$ cat config.mk
export PLATFORM = sky130hd
export DESIGN_NAME = motor_ramp_reversal_controller_core
export DESIGN_NICKNAME = d
export VERILOG_FILES = /design/src/design/mrrc_pkg.sv /design/src/design/mrrc_cfg_regs.sv /design/src/design/mrrc_step.sv /design/src/design/motor_ramp_reversal_controller_core.sv
export SDC_FILE = /design/constraint.sdc
export NUM_CORES = 1
export LEC_CHECK = 0
export BUFFER_PORTS_ARGS = -buffer_cell sky130_fd_sc_hd__buf_2
export CAP_MARGIN = 20
export CORE_MARGIN = 1
export CORE_UTILIZATION = 50
export CTS_CLUSTER_SIZE = 14
export DETAILED_ROUTE_END_ITERATION = 8
export PLACE_DENSITY_LB_ADDON = 0.12
export SYNTH_ARGS = -nofsm -noshare
export SYNTH_HDL_FRONTEND = slang
export SYNTH_HIERARCHICAL = 1
export SYNTH_SLANG_ARGS = --single-unit
$ cat constraint.sdc
create_clock -name clk -period 30.5 [get_ports clk]
set_clock_uncertainty 0.15 [all_clocks]
set_input_delay 1.525 -clock clk [delete_from_list [all_inputs] [get_ports clk]]
set_output_delay 1.525 -clock clk [all_outputs]
set_load 0.005 [all_outputs]
$ cat src/design/mrrc_pkg.sv
// ----------------------------------------------------------------------------
// mrrc_pkg
// shared types and constants of the motor ramp and reversal controller
// ----------------------------------------------------------------------------
package mrrc_pkg;

	localparam int unsigned DutyW     = 8;
	localparam int unsigned StaleW    = 20;
	localparam int unsigned TimeW     = 32;
	localparam int unsigned AddrW     = 4;
	localparam int unsigned DataW     = 32;
	localparam int unsigned InTdataW  = 48;
	localparam int unsigned OutTdataW = 16;

	localparam logic [DutyW-1:0]  MaxStepRst  = 8'd8;
	localparam logic [StaleW-1:0] StaleRst    = 20'd20000;
	localparam logic [DutyW-1:0]  TopSpeedRst = 8'd250;

	// microseconds per unit of duty step
	localparam logic [TimeW-1:0] UsPerStep = 32'd1000;

	// floor(e / 1000) = (e * RecipMul) >> RecipShift, exact for e < 2^20
	localparam int unsigned      RecipW     = 21;
	localparam logic [RecipW-1:0] RecipMul  = 21'd1073742;
	localparam int unsigned      RecipShift = 30;
	localparam int unsigned      QuotW      = 11;
	localparam int unsigned      ProdW      = StaleW + RecipW;

	typedef enum logic [1:0] {
		REG_MAX_STEP    = 2'd0,
		REG_STALE_LIMIT = 2'd1,
		REG_TOP_SPEED   = 2'd2
	} reg_idx_t;

	typedef struct packed {
		logic [DutyW-1:0]  max_step;
		logic [StaleW-1:0] stale_limit;
		logic [DutyW-1:0]  top_speed;
	} cfg_t;

	typedef struct packed {
		logic [DutyW-1:0] duty;
		logic             dir;
		logic [TimeW-1:0] last_time;
		logic             pend;
	} ctl_st_t;

	typedef struct packed {
		logic             new_direction;
		logic [DutyW-1:0] target_speed;
		logic [TimeW-1:0] now_us;
	} req_t;

endpackage

$ cat src/design/mrrc_cfg_regs.sv
// ----------------------------------------------------------------------------
// mrrc_cfg_regs
// apb register file: step limit, stale limit and speed ceiling
// ----------------------------------------------------------------------------
module mrrc_cfg_regs (
	input  logic                         clk,
	input  logic                         arst_n,
	input  logic                         psel,
	input  logic                         penable,
	input  logic                         pwrite,
	input  logic [mrrc_pkg::AddrW-1:0]   paddr,
	input  logic [mrrc_pkg::DataW-1:0]   pwdata,
	output logic [mrrc_pkg::DataW-1:0]   prdata,
	output logic                         pready,
	output mrrc_pkg::cfg_t               cfg
);

	mrrc_pkg::cfg_t cfg_q;
	logic           wr_en;
	logic [1:0]     reg_sel;

	assign pready  = 1'b1;
	assign wr_en   = psel & penable & pwrite & pready;
	assign reg_sel = paddr[3:2];
	assign cfg     = cfg_q;

	always_ff @(posedge clk or negedge arst_n) begin
		if (!arst_n) begin
			cfg_q.max_step    <= mrrc_pkg::MaxStepRst;
			cfg_q.stale_limit <= mrrc_pkg::StaleRst;
			cfg_q.top_speed   <= mrrc_pkg::TopSpeedRst;
		end else if (wr_en) begin
			case (reg_sel)
				mrrc_pkg::REG_MAX_STEP:    cfg_q.max_step    <= pwdata[mrrc_pkg::DutyW-1:0];
				mrrc_pkg::REG_STALE_LIMIT: cfg_q.stale_limit <= pwdata[mrrc_pkg::StaleW-1:0];
				mrrc_pkg::REG_TOP_SPEED:   cfg_q.top_speed   <= pwdata[mrrc_pkg::DutyW-1:0];
				default: ;
			endcase
		end
	end

	always_comb begin
		case (reg_sel)
			mrrc_pkg::REG_MAX_STEP:
				prdata = {{(mrrc_pkg::DataW-mrrc_pkg::DutyW){1'b0}}, cfg_q.max_step};
			mrrc_pkg::REG_STALE_LIMIT:
				prdata = {{(mrrc_pkg::DataW-mrrc_pkg::StaleW){1'b0}}, cfg_q.stale_limit};
			mrrc_pkg::REG_TOP_SPEED:
				prdata = {{(mrrc_pkg::DataW-mrrc_pkg::DutyW){1'b0}}, cfg_q.top_speed};
			default:
				prdata = '0;
		endcase
	end

endmodule

$ cat src/design/mrrc_step.sv
// ----------------------------------------------------------------------------
// mrrc_step
// one request against the current state: timer check, reversal, ramp
// ----------------------------------------------------------------------------
module mrrc_step (
	input  mrrc_pkg::cfg_t    cfg,
	input  mrrc_pkg::ctl_st_t st,
	input  mrrc_pkg::req_t    req,
	output mrrc_pkg::ctl_st_t st_nxt
);

	logic [mrrc_pkg::TimeW-1:0]  elapsed;
	logic                        e_zero;
	logic                        e_lt_min;
	logic                        e_lt_stale;
	logic                        e_gt_stale;
	logic                        rebase;
	logic                        step_en;
	logic [mrrc_pkg::ProdW-1:0]  prod;
	logic [mrrc_pkg::QuotW-1:0]  quot;
	logic [mrrc_pkg::DutyW-1:0]  step;
	logic [mrrc_pkg::DutyW-1:0]  duty_dn;
	logic [mrrc_pkg::DutyW:0]    duty_up;
	logic                        rev;
	logic                        settled;

	// elapsed time and its range
	assign elapsed    = req.now_us - st.last_time;
	assign e_zero     = (elapsed == '0);
	assign e_lt_min   = (elapsed < mrrc_pkg::UsPerStep);
	assign e_lt_stale = (elapsed <
		{{(mrrc_pkg::TimeW-mrrc_pkg::StaleW){1'b0}}, cfg.stale_limit});
	assign e_gt_stale = (elapsed >
		{{(mrrc_pkg::TimeW-mrrc_pkg::StaleW){1'b0}}, cfg.stale_limit});
	assign step_en    = !e_zero && !e_lt_min && e_lt_stale;
	assign rebase     = e_zero || (!e_lt_min && (e_lt_stale || e_gt_stale));

	// divide by 1000 through reciprocal, only used below the stale limit
	assign prod = {{mrrc_pkg::RecipW{1'b0}}, elapsed[mrrc_pkg::StaleW-1:0]} *
		{{mrrc_pkg::StaleW{1'b0}}, mrrc_pkg::RecipMul};
	assign quot = prod[mrrc_pkg::RecipShift+mrrc_pkg::QuotW-1:mrrc_pkg::RecipShift];

	always_comb begin
		if (!step_en)
			step = '0;
		else if (quot > {{(mrrc_pkg::QuotW-mrrc_pkg::DutyW){1'b0}}, cfg.max_step})
			step = cfg.max_step;
		else
			step = quot[mrrc_pkg::DutyW-1:0];
	end

	assign duty_dn = (step >= st.duty) ? '0 : st.duty - step;
	assign duty_up = {1'b0, st.duty} + {1'b0, step};

	assign rev     = (req.new_direction != st.dir) || st.pend;
	assign settled = (req.target_speed == st.duty) ||
		((req.target_speed == cfg.top_speed) && (st.duty >= cfg.top_speed));

	always_comb begin
		st_nxt = st;
		if (rev) begin
			st_nxt.duty = duty_dn;
			if (rebase)
				st_nxt.last_time = req.now_us;
			if (duty_dn == '0) begin
				st_nxt.pend = 1'b0;
				st_nxt.dir  = req.new_direction;
			end else begin
				st_nxt.pend = 1'b1;
			end
		end else if (!settled) begin
			if (rebase)
				st_nxt.last_time = req.now_us;
			if (req.target_speed < st.duty) begin
				if ((step > st.duty) || ((st.duty - step) < req.target_speed))
					st_nxt.duty = req.target_speed;
				else
					st_nxt.duty = st.duty - step;
			end else begin
				if (duty_up > {1'b0, req.target_speed})
					st_nxt.duty = req.target_speed;
				else
					st_nxt.duty = duty_up[mrrc_pkg::DutyW-1:0];
			end
		end
	end

endmodule

$ cat src/design/motor_ramp_reversal_controller_core.sv
// ----------------------------------------------------------------------------
// motor_ramp_reversal_controller_core
// slew-rate limited h-bridge speed control with ramp-down before reversal
// ----------------------------------------------------------------------------
// requests come in on the s_ stream: direction, target duty and a free-running
// microsecond timestamp. each request gives exactly one word on the m_ stream:
// the duty, the active side and the reversing flag after the request.
// a request passes an input register and a result register; its word becomes
// valid when it advances from the first into the second, which waits while a
// finished result is held by m_tready low. the state update and the result are
// computed combinationally between the two registers.
// throughput is one request per cycle while m_tready drains the result; duty,
// direction, timer base and reversal flag are updated as each request advances.
// the input register still takes a word while a finished result waits on
// m_tready; with both registers full, s_tready drops until m_tready rises.
// reset clears the stream valids and sets duty 0, side forward, timer base 0,
// no reversal, and the registers to step 8, stale limit 20000, ceiling 250.
// the apb registers are written in the access phase (psel and penable high), pready is
// always high; write them only while no request is in flight.
// ----------------------------------------------------------------------------
module motor_ramp_reversal_controller_core (
	input  logic                             clk,
	input  logic                             arst_n,
	input  logic                             psel,
	input  logic                             penable,
	input  logic                             pwrite,
	input  logic [mrrc_pkg::AddrW-1:0]       paddr,
	input  logic [mrrc_pkg::DataW-1:0]       pwdata,
	output logic [mrrc_pkg::DataW-1:0]       prdata,
	output logic                             pready,
	input  logic                             s_tvalid,
	output logic                             s_tready,
	// new_direction [0], target_speed [8:1], now_us [40:9], zero [47:41]
	input  logic [mrrc_pkg::InTdataW-1:0]    s_tdata,
	output logic                             m_tvalid,
	input  logic                             m_tready,
	// pwm_duty [7:0], active_side [8], reversing [9], zero [15:10]
	output logic [mrrc_pkg::OutTdataW-1:0]   m_tdata
);

	mrrc_pkg::cfg_t    cfg;
	mrrc_pkg::ctl_st_t st_q;
	mrrc_pkg::ctl_st_t st_nxt;
	mrrc_pkg::req_t    req_s1;
	logic              valid_s1;
	logic              valid_s2;
	logic [mrrc_pkg::DutyW-1:0] duty_s2;
	logic              side_s2;
	logic              rev_s2;
	logic              advance;
	logic              in_take;

	mrrc_cfg_regs u_cfg (
		.clk     (clk),
		.arst_n  (arst_n),
		.psel    (psel),
		.penable (penable),
		.pwrite  (pwrite),
		.paddr   (paddr),
		.pwdata  (pwdata),
		.prdata  (prdata),
		.pready  (pready),
		.cfg     (cfg)
	);

	mrrc_step u_step (
		.cfg    (cfg),
		.st     (st_q),
		.req    (req_s1),
		.st_nxt (st_nxt)
	);

	assign advance  = valid_s1 && (!valid_s2 || m_tready);
	assign s_tready = !valid_s1 || advance;
	assign in_take  = s_tvalid && s_tready;

	// input register
	always_ff @(posedge clk or negedge arst_n) begin
		if (!arst_n)
			valid_s1 <= 1'b0;
		else if (s_tready)
			valid_s1 <= s_tvalid;
	end

	always_ff @(posedge clk) begin
		if (in_take) begin
			req_s1.new_direction <= s_tdata[0];
			req_s1.target_speed  <= s_tdata[mrrc_pkg::DutyW:1];
			req_s1.now_us        <= s_tdata[mrrc_pkg::DutyW+mrrc_pkg::TimeW:mrrc_pkg::DutyW+1];
		end
	end

	// controller state
	always_ff @(posedge clk or negedge arst_n) begin
		if (!arst_n) begin
			st_q.duty      <= '0;
			st_q.dir       <= 1'b1;
			st_q.last_time <= '0;
			st_q.pend      <= 1'b0;
		end else if (advance) begin
			st_q <= st_nxt;
		end
	end

	// result register
	always_ff @(posedge clk or negedge arst_n) begin
		if (!arst_n)
			valid_s2 <= 1'b0;
		else if (advance)
			valid_s2 <= 1'b1;
		else if (m_tready)
			valid_s2 <= 1'b0;
	end

	always_ff @(posedge clk) begin
		if (advance) begin
			duty_s2 <= st_nxt.duty;
			side_s2 <= st_nxt.dir;
			rev_s2  <= st_nxt.pend;
		end
	end

	assign m_tvalid = valid_s2;
	assign m_tdata  = {{(mrrc_pkg::OutTdataW-mrrc_pkg::DutyW-2){1'b0}},
		rev_s2, side_s2, duty_s2};

	// a pending reversal always has duty left to ramp down
	a_rev_nonzero: assert property (@(posedge clk) disable iff (!arst_n)
		st_q.pend |-> (st_q.duty != '0))
		else $error("reversal pending with zero duty");

	// the direction flips only once the duty is zero
	a_flip_at_zero: assert property (@(posedge clk) disable iff (!arst_n)
		(st_q.dir != $past(st_q.dir)) |-> (st_q.duty == '0))
		else $error("direction changed with nonzero duty");

	// state moves only when a request is processed
	a_state_hold: assert property (@(posedge clk) disable iff (!arst_n)
		!advance |=> $stable(st_q))
		else $error("state changed without a request");

	// a processed request always leaves a result word
	a_result_follows: assert property (@(posedge clk) disable iff (!arst_n)
		advance |=> m_tvalid)
		else $error("processed request without result");

endmodule

### Word level (Yosys, flattened, before mapping)

Index checks and enable logic that the tools add are counted.

* bits in registers: 131
* bits in latches: 0
* memory bits (writable): 0
* ROM bits: 0
* input port bits: 91
* output and inout port bits: 51
* word-level logic and storage cells: 80
* memories: 0

* $add $sub $neg: 3
* $mul: 1
* divide/modulo/power cells: 0
* $lt $le $gt $ge: 10
* eq/ne operators: 6
* shift operators: 0
* mux-type cells: 18
* bitwise logic cells: 2
* reduce and logical (&&, ||, !) cells: 25

Operators with widths (number)
* $mux W32: 3
* $mux W8: 8
* $pmux W20 S3: 1
* $mul A20 B20 Y40 const B: 1
* $gt A32 B20 Y1: 1
* $logic_not A32 Y1: 1
* $lt A32 B10 Y1 const B: 1
* $lt A32 B20 Y1: 1
* $sub A32 B32 Y32: 1
* $eq A8 B8 Y1: 2
* $ge A8 B8 Y1: 2
* $lt A8 B8 Y1: 2
* $gt A11 B8 Y1: 1
* $add A8 B8 Y9: 1
* $gt A9 B8 Y1: 1
* $gt A8 B8 Y1: 1
* $logic_not A8 Y1: 1
* $reduce_and A2 Y1: 4
* $sub A8 B8 Y8: 1
* $logic_or A1 B1 Y1: 7
* $logic_and A1 B1 Y1: 6
* $mux W1: 6
* $logic_not A1 Y1: 4
* $and A1 B1 Y1: 2
* other kinds (6): 6

### Longest topological paths before layout

Gate-level depths: netlist (run 1).

* depth in word-level cells: 13
* gate-level depth with buffers: 59
* mapped depth without buffers: 57

### By module

Netlist (run 1), hierarchy kept.

Modules (own cells, without submodules)
* mrrc_step: instances 1, cells an instance 1282, area each 10715.3 sq um, sequential area each 0.0 sq um
* motor_ramp_reversal_controller_core: instances 1, cells an instance 157, area each 3417.0 sq um, sequential area each 2633.8 sq um
* mrrc_cfg_regs: instances 1, cells an instance 136, area each 1783.0 sq um, sequential area each 915.9 sq um

### Worst setup path after synthesis (run 1)

No wires, ideal clock.

* kind: flip-flop to flip-flop
* from: register st_q[1] in the netlist's numbering
* to: register st_q[35] in the netlist's numbering
* library setup time: 0.065 ns
* data arrival time: 11.909 ns
* data required time: 30.285 ns
* slack: 18.376 ns
* cell stages (with the launch flop): 56
* path buffers: 2
* clock period less this slack: 12.124 ns
* path through: dfrtp_1 ha_1 fa_1 nand2b_1 a21oi_1 o31ai_4 nor3b_1 nor2_1 xnor2_1 ha_1 fa_1 inv_1 fa_1 inv_1 fa_1 inv_1 fa_1 inv_1 [... 20 more ...] ha_1 fa_1 nand2b_1 a21oi_1 nor2_1 o21bai_1 a21oi_1 xnor2_1 ha_1 nand2_1 nor3_1 o21ai_0 nor4_1 or2_2 clkbuf_1 o221ai_1 o21ai_0 mux2_4

RTL lines
* start: declaration: RTL line motor_ramp_reversal_controller_core.sv:42 `mrrc_pkg::ctl_st_t st_q;`
* start signal: assignment: RTL line motor_ramp_reversal_controller_core.sv:101 `st_q <= st_nxt;`

==> summary.md, run 1 <==
| Metric | Value |
|---|---|
| Fmax | `0.0709 GHz` |
| Setup bufs post-CTS | `0` |
| CTS Buf Count | `17` |
| Largest net degree at the start of global routing | `54` |
| Hold Path Depth | `1` |
| Synthesized area | `15900 sq um` |
| Fin crit period | `14.11 ns` |
| Reg clk slew, reported paths | `0.07 ns` |
| Row count | `64` |
| Main combinational cell family by area after synthesis | `adder cells` |
| Starting Density | `51.4%` |
| Clock Tree Buf Depth | `2` |
| Reg2Reg Capture Point | `st_q[40]$_DFFE_PN0P_` |
| DRC Markers | `0` |
| RSZ-0062 raised after global routing | `no` |
| Worst-Margin Slew | `1.08 ns` |
| Hold-fix buffers, CTS | `0` |
| Rel. slew slack | `28.0%` |
| Max Cap Viol | `0` |
| Crit. Startpoint | `st_q[1]$_DFFE_PN0P_` |
| Initial antenna violation count | `1` |
| Wire per inst | `17.8 um` |
| Status | `complete, no violations` |
| First-pass detailed-route iteration total | `5` |
| Most used cell, CP | `ha_1` |
| Antenna Nets Post-Route | `0` |
| Share of cells above drive strength 1 | `18.7%` |
| Port Buf Inserts | `101` |
| Post-route setup TNS | `0 ns` |
| Horiz. Die Dim | `180 um` |
| Hold path startpoint | `st_q[0]$_DFFE_PN0P_` |
| Max Slew Vio Count | `0` |
| CTS tree | `done` |
| CP max stage delay | `0.81 ns` |
| Worst R2R Path Depth | `52` |
| Avg Cell Area, Syn | `10.1 sq um` |
| CP startpoint kind | `register` |
| Post-DR vias/cell | `5.41` |
| Post-Synth Adder-Cell Area | `33.9%` |
| Final wirelength | `37300 um` |
| Slowest CP cell | `xor2_1` |
| Asr flop ratio synth | `61.1%` |
| Netlist cell types | `98` |
| Post-synth EDFFs | `51` |
| Crit path DAT | `14.28 ns` |
| Number of global-route vias before repair | `11400` |
| Synth area leader | `ha_1` |
| Crit end category | `register` |
| Post-synthesis simple-gate area fraction | `8.68%` |
| Grt ovf | `0` |
| Core Area | `31000 sq um` |
| Detailed Place HPWL | `30500 um` |
| Reg-to-reg startpoint | `st_q[1]$_DFFE_PN0P_` |
| Seq/Total Area, Yosys | `22.3%` |
| Area share of the largest cell type after synthesis | `22.7%` |
| Post-synthesis mux area share | `10.7%` |
| Gpl congestion | `0.943` |
| Main synth FF type | `dfrtp_1` |
| Critical path type | `register to register` |
| Starting DRT DRC Count | `630` |
| Final hold vios | `0` |
| Min-Delay Endpoint | `st_q[0]$_DFFE_PN0P_` |
| Nets | `2146` |
| Synth Instances | `1575` |
| Total number of yosys warnings | `6` |
| Xor-xnor portion of the synthesized cell area | `2.81%` |
| All-Layer GR Usage | `23.6%` |
| HP Class | `register to register` |
| Area grow syn2layout | `8.92%` |
| FF-to-FF setup slack | `16.39 ns` |
| Post-CTS sizing | `0` |
| Most common cell after layout, fill and taps aside | `inv_1` |
| Seq cells post-synth | `131` |
| Critical Path Fanout Max | `9` |
| Area contributors post-synth | `ha_1 23%, fa_1 11%, dfrtp_1 11%, edfxtp_1 9.6%, inv_1 7.4%` |
| Ports | `142` |
| Fin crit share | `46.3%` |
| Worst skew pair latency | `0.44 ns` |
| Most frequent cells in the layout | `314 x inv_1, 289 x ha_1, 100 x buf_2, 88 x fa_1, 77 x mux2_4` |
| First-pass GRT wire length | `59900 um` |
| Synth Area in Compound Gates | `11.7%` |
| Data required, critical path | `30.67 ns` |
| CTS H-Tree Depth | `4` |
| DIE AREA | `32500 sq um` |
| Vias | `11300` |
| # setup viols final | `0` |
| Root Driver | `clkbuf_16` |
| CTS sink count | `131` |
| Die Span Y | `180 um` |
flip-flops by register name (all words and copies together) (netlist names):
register   flops
duty_s2        8
m_tvalid       1
req_s1        41
rev_s2         1
side_s2        1
st_q          42
u_cfg/cfg     36
valid_s1       1
per-stage QoR:
stage / instances / setup WS, ns / area, sq um / utilization, % / hold slack (ns)
after global routing: 2087 / 15.58 / 17300 / 55.9 / 0.397
after CTS: 2087 / 16.47 / 17300 / 55.9 / 0.362
final: 2088 / 16.39 / 17300 / 55.9 / 0.362
after global placement: 2055 / 16.64 / 16700 / 54.0 / 0.340
after floorplan: 1591 / 18.38 / 16000 / - / 0.330
after detailed placement: 2055 / 16.52 / 16700 / 54.0 / 0.348
logic make-up after synthesis:
kind of cell | after synthesis
buf+inv | 366
fa+ha+maj | 378
compound gates | 268
other cells | 3
mux | 128
simple gates | 250
xor+xnor | 51
flops | 131
final cells by class:
cell class / instances / area, sq um
antenna: 1 / 2.50
clock buffer: 17 / 425
clock inverter: 15 / 166
fill: 2830 / 13700
inverter: 314 / 1180
multi-input combinational: 1094 / 10900
sequential: 131 / 3550
tap: 396 / 495
timing repair buffer: 120 / 651
layer usage:
| layer | wire length [um] | track usage (%) | vias up |
|---|---|---|---|
| li1 | - | - | 5568 |
| met1 | 17300 | 32.2 | 5468 |
| met2 | 18100 | 39.8 | 213 |
| met3 | 1430 | 3.03 | 37 |
| met4 | 433 | 5.37 | 2 |
| met5 | 13 | 0 | - |
synth_stat cells (6+ instances only):
| library cell | instances |
|---|---|
| xor2_1 | 24 |
| nand2_1 | 47 |
| nand3_1 | 16 |
| o21ai_1 | 7 |
| and3_1 | 6 |
| a211oi_1 | 14 |
| mux2i_1 | 17 |
| o21ai_0 | 54 |
| edfxtp_1 | 51 |
| nand4_1 | 28 |
| dfstp_2 | 13 |
| and2_1 | 14 |
| dfrtp_1 | 67 |
| buf_4 | 27 |
| mux2_4 | 77 |
| mux2_2 | 34 |
| o21bai_1 | 8 |
| o221ai_1 | 7 |
| clkbuf_1 | 14 |
| a21o_1 | 22 |
| nand2b_1 | 20 |
| nor2b_1 | 14 |
| fa_1 | 88 |
| a22oi_1 | 6 |
| nor3_1 | 14 |
| inv_1 | 314 |
| ha_1 | 289 |
| nor2_1 | 49 |
| xnor2_1 | 27 |
| a21oi_1 | 67 |
| o211ai_1 | 8 |
| o21a_1 | 18 |
worst max-delay path: cells and delay by family, from the launching register on:
family | cells | cell delay (ns)
AO/OA/AOI/OAI | 22 | 5.28
XOR/XNOR | 3 | 1.22
adder cells (fa/ha/maj) | 13 | 4.72
buffers and inverters | 6 | 0.42
flip-flops | 1 | 0.40
multiplexers | 2 | 0.68
AND/OR/NAND/NOR | 6 | 1.09
worst max-delay path by stage:
| stage | to | slack, ns |
|---|---|---|
| finish | st_q[40]$_DFFE_PN0P_ | 16.39 |
| global route | st_q[40]$_DFFE_PN0P_ | 15.58 |
| global placement | st_q[41]$_DFFE_PN0P_ | 16.64 |
| floorplan | st_q[35]$_DFFE_PN0P_ | 18.38 |
| CTS | st_q[40]$_DFFE_PN0P_ | 16.47 |
| detailed placement | st_q[40]$_DFFE_PN0P_ | 16.52 |
Power of run 1 is not shown: default switching activity piles up to over one toggle a cycle in this logic, so the estimate is an artifact.
==> run 2, diff against run 1 <==
==> constraint.sdc (replaced) <==
create_clock -name clk -period 11.6 [get_ports clk]
set_clock_uncertainty 0.15 [all_clocks]
set_input_delay 0.58 -clock clk [delete_from_list [all_inputs] [get_ports clk]]
set_output_delay 0.58 -clock clk [all_outputs]
set_load 0.005 [all_outputs]
==> run 2 against run 1 <==
  * The run now ends with negative setup slack left
  * Cell count increased by 12%
  * Largest cell class unchanged
  * Core utilization increased by 9.4 points
  * Flip-flop and latch count did not move
  * Via count up 10%
  * Sequential share of layout area down 2.9 points
==> summary.md, run 2 (synthesis results as in run 1) <==
| Metric | Value |
|---|---|
| Clock Tree Buf Depth | `2 (unchanged)` |
| CTS Buf Count | `17 (unchanged)` |
| Fin util | `65.3% (+9.4 points)` |
| # fillers | `2487 (-12%)` |
| Hold slack final | `0.147 ns (-0.215 ns)` |
| Wire per inst | `18.1 um (+1.4%)` |
| DIE AREA | `32500 sq um (unchanged)` |
| Fmax | `0.0849 GHz (+20%)` |
| CP startpoint kind | `register` |
| Crit end category | `register` |
| Gpl congestion | `0.943 (about the same)` |
| Die Span Y | `180 um (unchanged)` |
| Rel. slew slack | `20.5% (-7.5 points)` |
| Detailed Place HPWL | `33400 um (+9.6%)` |
| Reg clk slew, reported paths | `0.07 ns (about the same)` |
| Register bank with the most flops | `st_q` |
| Nets | `2403 (+12%)` |
| First-pass GRT wire length | `67400 um (+13%)` |
| Largest net degree at the start of global routing | `44 (-19%)` |
| CTS H-Tree Depth | `4 (unchanged)` |
| Data required, critical path | `11.79 ns (-18.88 ns)` |
| Fin crit share | `102% (+55 points)` |
| HP Class | `input pin to register` |
| Fin crit period | `11.78 ns (-2.33 ns)` |
| Final hold vios | `0 (unchanged)` |
| Area grow syn2layout | `27.2%` |
| Max Cap Viol | `0 (unchanged)` |
| Core Area | `31000 sq um (unchanged)` |
| Share of cells above drive strength 1 | `35.8% (+17 points)` |
| Worst skew pair latency | `0.46 ns (+0.02 ns)` |
| Vias | `12500 (+10%)` |
| Fin worst setup slack | `-0.182 ns (-16.57 ns)` |
| Critical path type | `register to register` |
| Port Buf Inserts | `101 (unchanged)` |
| Critical Path Fanout Max | `6 (-3)` |
| Status | `finished, violations left` |
| Slowest CP cell | `fa_1` |
| Number of global-route vias before repair | `12800 (+12%)` |
| # setup viols final | `14 (+14)` |
| Ports | `142 (unchanged)` |
| Initial antenna violation count | `0 (-1)` |
| Starting Density | `51.4% (unchanged)` |
| Post-Place Setup Slack | `-0.937 ns (-17.45 ns)` |
| Most frequent cells in the layout | `304 x inv_1, 265 x buf_4, 256 x ha_1, 100 x buf_2, 84 x fa_1` |
| Starting DRT DRC Count | `710 (+13%)` |
| Most common cell after layout, fill and taps aside | `inv_1` |
| Diode count | `0 (-1)` |
| Crit path DAT | `11.97 ns (-2.31 ns)` |
| Antenna Nets Post-Route | `0 (unchanged)` |
| Root Driver | `clkbuf_16` |
| Failing checks | `negative setup slack` |
| Horiz. Die Dim | `180 um (unchanged)` |
| CTS sink count | `131 (unchanged)` |
| Worst-Margin Slew | `1.18 ns (+0.100 ns)` |
| Row count | `64 (unchanged)` |
| DRC Markers | `0 (unchanged)` |
| RSZ-0062 raised after global routing | `yes` |
| CP max stage delay | `0.54 ns (-0.27 ns)` |
| First-pass detailed-route iteration total | `5 (unchanged)` |
| Max Slew Vio Count | `0 (unchanged)` |
| Grt ovf | `0 (unchanged)` |
| CTS tree | `done` |
| Post-route setup TNS | `-1.39 ns (-1.39 ns)` |
| All-Layer GR Usage | `26.6% (+3.0 points)` |
| Max reg flops | `42 (unchanged)` |
| Final wirelength | `42400 um (+14%)` |
| Post-DR vias/cell | `5.32 (-1.7%)` |
run 2: cell count changes in the layout (fill, tap and decap cells not counted), moves of 11 or more:
cell / change
ha_4: +31
ha_1: -33
o21ai_1: +12
buf_4: +245
xnor2_2: +12
o21ai_0: -21
a21oi_1: -13
xnor2_1: -13
a21oi_2: +11
run 2: per-layer routing:
metal  routed length, um  vias up  share of wire (%)  track usage (%)
met4                 905        0                2.1             7.79
met1               20300     6051                 48             37.0
met5                   0        -                  0                0
met3                1530       52                3.6             3.25
li1                    -     6065                  -                -
met2               19700      293                 46             43.5
run 2: worst max-delay path, delay by kind of cell (launching register included):
kind | cells | cell delay, ns
and+or+nand+nor | 9 | 1.36
DFF | 1 | 0.42
muxes | 2 | 0.52
AOI/OAI and AO/OA | 21 | 3.72
xor gates and xnor gates | 3 | 0.46
buffers and inverters | 10 | 1.01
adders and majority gates | 12 | 4.02
run 2: through the flow:
| stage | instance area, sq um | std cells |
|---|---|---|
| global route | 20300 | 2344 |
| floorplan | 16100 | 1591 |
| CTS | 19900 | 2336 |
| finish | 20300 | 2344 |
| global placement | 18600 | 2279 |
| detailed placement | 18600 | 2279 |
run 2: final timing paths:
kind,slack (ns),depth (start not counted),endpoint,from
worst max register to register,-0.18,57,st_q[40]$_DFFE_PN0P_,st_q[1]$_DFFE_PN0P_
worst min-delay path,0.15,1,req_s1[30]$_DFFE_PP_,s_tdata[39]
min in group asynchronous,0.50,2,st_q[36]$_DFFE_PN0P_,arst_n
worst max-delay path,-0.18,57,st_q[40]$_DFFE_PN0P_,st_q[1]$_DFFE_PN0P_
worst min register to register,0.38,1,st_q[0]$_DFFE_PN0P_,st_q[0]$_DFFE_PN0P_
max in group asynchronous,9.81,3,st_q[30]$_DFFE_PN0P_,arst_n
run 2: area by class of cell:
type	count	area, sq um	share of cell area [%]
clock buffer	17	425	2.10
clock inverter	15	158	0.778
timing repair buffer	377	2630	13.0
multi-input combinational	1094	11800	58.3
inverter	314	1180	5.82
tap	396	495	2.45
sequential	131	3550	17.5
run 2: repair_timing:
action,4_1_cts,5_1_grt
hold buffers,1,0
buffers inserted,24,9
hold endpoints to repair,26,0
gates cloned,0,0
gates resized for setup,91,53
endpoints found under the setup margin,20,19
pin swaps,74,40
Power of run 2 is left out for the same reason.
==> run 3, diff against run 2 <==
--- a/config.mk
+++ b/config.mk
@@ -7,8 +7,10 @@
 export LEC_CHECK = 0
 export BUFFER_PORTS_ARGS = -buffer_cell sky130_fd_sc_hd__buf_2
 export CAP_MARGIN = 20
+export CELL_PAD_IN_SITES_DETAIL_PLACEMENT = 0
+export CELL_PAD_IN_SITES_GLOBAL_PLACEMENT = 1
 export CORE_MARGIN = 1
-export CORE_UTILIZATION = 50
+export CORE_UTILIZATION = 44
 export CTS_CLUSTER_SIZE = 14
 export DETAILED_ROUTE_END_ITERATION = 8
 export PLACE_DENSITY_LB_ADDON = 0.12
==> run 3 against run 2 <==
  * The run now ends clean
  * Worst hold slack gained 0.026 ns
  * Fmax rose by 2.0%
  * Flip-flop and latch count stayed put
  * Global-route usage shrank 3.2 points
  * Cell count rose by 3.7%
  * Core utilization fell by 7.2 points
  * Cell area grew 2.1%
  * Register-to-register slack gained 0.23 ns
  * Wire length grew 0.69%
  * Via count down 0.76%
  * Die area grew 13%
==> summary.md, run 3 (synthesis results as in run 1) <==
| Metric | Value |
|---|---|
| Reg-to-reg startpoint | `st_q[4]$_DFFE_PN0P_` |
| Share of cells above drive strength 1 | `37.9% (+2.2 points)` |
| DRC Markers | `0 (unchanged)` |
| Critical Path Fanout Max | `6 (unchanged)` |
| Met2 Wirelength | `21300 um (+8.2%)` |
| Core Area | `35600 sq um (+15%)` |
| # setup viols final | `0 (-14)` |
| CP max stage delay | `0.54 ns (about the same)` |
| Hold slack final | `0.173 ns (+0.0262 ns)` |
| DIE AREA | `36900 sq um (+13%)` |
| Data required, critical path | `11.76 ns (-0.03 ns)` |
| Worst path bufs/invs | `9 (-1)` |
| Number of global-route vias before repair | `12500 (-2.5%)` |
| Rel. slew slack | `28.2% (+7.7 points)` |
| Root Driver | `clkbuf_16` |
| Wire per inst | `17.6 um (-2.9%)` |
| Reg area | `3550 sq um (unchanged)` |
| Fin crit share | `99.6% (-2.0 points)` |
| Area of the multi-input gates | `12000 sq um (+1.5%)` |
| CTS H-Tree Depth | `4 (unchanged)` |
| Met3 wire length | `1360 um (-11%)` |
| Port Buf Inserts | `101 (unchanged)` |
| Initial antenna violation count | `0 (unchanged)` |
| Grt ovf | `0 (unchanged)` |
| Worst R2R Path Depth | `55 (-3.5%)` |
| Reg2Reg Capture Point | `st_q[36]$_DFFE_PN0P_` |
| Most common cell after layout, fill and taps aside | `inv_1` |
| Register bank with the most flops | `st_q` |
| First-pass GRT wire length | `66500 um (-1.3%)` |
| Post-DR vias/cell | `5.09 (-4.3%)` |
| Top Layer Used | `met4` |
| Antenna Nets Post-Route | `0 (unchanged)` |
| Critical path's top delay family | `compound AO/OA/AOI/OAI gates` |
| Most frequent cells in the layout | `294 x inv_1, 282 x buf_4, 245 x ha_1, 100 x buf_2, 79 x fa_1` |
| Gpl congestion | `0.900 (-4.5%)` |
| FF-to-FF setup slack | `0.05 ns (+0.23 ns)` |
| Post-place instance area | `18700 sq um (+0.60%)` |
| Crit. Startpoint | `st_q[4]$_DFFE_PN0P_` |
| Die Span Y | `192 um (+6.5%)` |
| Row count | `69 (+7.8%)` |
| Design area | `20700 sq um (+2.1%)` |
| CTS tree | `done` |
| Crit path DAT | `11.71 ns (-0.26 ns)` |
| Worst skew pair latency | `0.43 ns (-0.03 ns)` |
| Crit end category | `register` |
| Reg clk slew, reported paths | `0.06 ns (about the same)` |
| Max reg flops | `42 (unchanged)` |
| Fmax | `0.0866 GHz (+2.0%)` |
| # fillers | `3126 (+26%)` |
| Starting DRT DRC Count | `379 (-47%)` |
| Final hold vios | `0 (unchanged)` |
| CTS Buf Count | `17 (unchanged)` |
| Starting Density | `44.7% (-6.6 points)` |
| All-Layer GR Usage | `23.4% (-3.2 points)` |
| Worst Setup EP | `st_q[36]$_DFFE_PN0P_` |
| Horiz. Die Dim | `192 um (+6.5%)` |
| Area grow syn2layout | `29.9%` |
| Max Slew Vio Count | `0 (unchanged)` |
| Vias | `12400 (-0.76%)` |
| CTS sink count | `131 (unchanged)` |
| HP Class | `input pin to register` |
| Final wirelength | `42700 um (+0.69%)` |
| Critical path type | `register to register` |
| Status | `complete, no violations` |
| Detailed Place HPWL | `35000 um (+4.6%)` |
| Worst-Margin Slew | `1.07 ns (-0.115 ns)` |
| Clock Tree Buf Depth | `2 (unchanged)` |
| Met1 wire length | `19300 um (-4.7%)` |
| Largest net degree at the start of global routing | `54 (+23%)` |
| Nets | `2424 (+0.87%)` |
| Fin crit period | `11.55 ns (-0.234 ns)` |
| Ports | `142 (unchanged)` |
| Max Cap Viol | `0 (unchanged)` |
| Crit path depth | `55 (-3.5%)` |
| Slowest CP cell | `fa_1` |
| Diode count | `0 (unchanged)` |
| First-pass detailed-route iteration total | `5 (unchanged)` |
| Most used cell, CP | `a21o_1` |
| CP startpoint kind | `register` |
| RSZ-0062 raised after global routing | `yes` |
run 3: changes by cell type in the layout (fill, tap and decap cells not counted), moves of 5 or more:
cell / before / now
buf_4: 265 / 282
fa_1: 84 / 79
fa_2: 4 / 9
ha_1: 256 / 245
ha_4: 31 / 38
inv_1: 304 / 294
inv_2: 10 / 20
inv_6: 6 / 1
o21ai_1: 19 / 14
xnor2_2: 12 / 6
run 3: worst min path at each step:
stage	slack (ns)	depth (start not counted)	to	from
6_report	0.17	1	req_s1[21]$_DFFE_PP_	s_tdata[30]
5_1_grt	0.16	1	req_s1[22]$_DFFE_PP_	s_tdata[31]
4_1_cts	0.15	1	req_s1[21]$_DFFE_PP_	s_tdata[30]
3_5_place_dp	0.36	1	st_q[0]$_DFFE_PN0P_	st_q[0]$_DFFE_PN0P_
3_3_place_gp	0.34	1	st_q[0]$_DFFE_PN0P_	st_q[0]$_DFFE_PN0P_
2_1_floorplan	0.13	0	m_tvalid$_DFFE_PN0P_	arst_n
run 3: layout make-up:
cell class	instances	share of cell area, %
Clock buffer	23	2.41
Clock inverter	9	0.333
Tap cell	461	2.79
Sequential cell	131	17.2
Multi-Input combinational cell	1094	58.0
Inverter	314	5.70
Timing Repair Buffer	398	13.6
run 3: layer usage:
| layer | vias to the layer above | track usage [%] |
|---|---|---|
| li1 | 6115 | - |
| met1 | 6026 | 30.8 |
| met2 | 182 | 40.8 |
| met3 | 43 | 2.81 |
| met4 | 0 | 5.36 |
| met5 | - | 0 |
run 3: timing repair:
item / CTS / global route
buffers inserted: 29 / 20
hold buffers: 1 / 0
hold endpoints to repair: 21 / 0
pin swaps: 70 / 75
resized for setup: 97 / 89
endpoints found under the setup margin: 20 / 20
run 3: metrics by stage:
step / setup slack [ns] / setup TNS (ns) / cells / utilization [%]
floorplan: 0.0145 / 0 / 1591 / -
global placement: -0.425 / -5.90 / 2347 / 52.5
global route: -0.502 / -6.16 / 2430 / 58.1
detailed placement: -0.651 / -9.95 / 2348 / 52.6
finish: 0.0520 / 0 / 2430 / 58.1
CTS: 0.00485 / 0 / 2410 / 56.4
Power of run 3 is left out for the same reason.
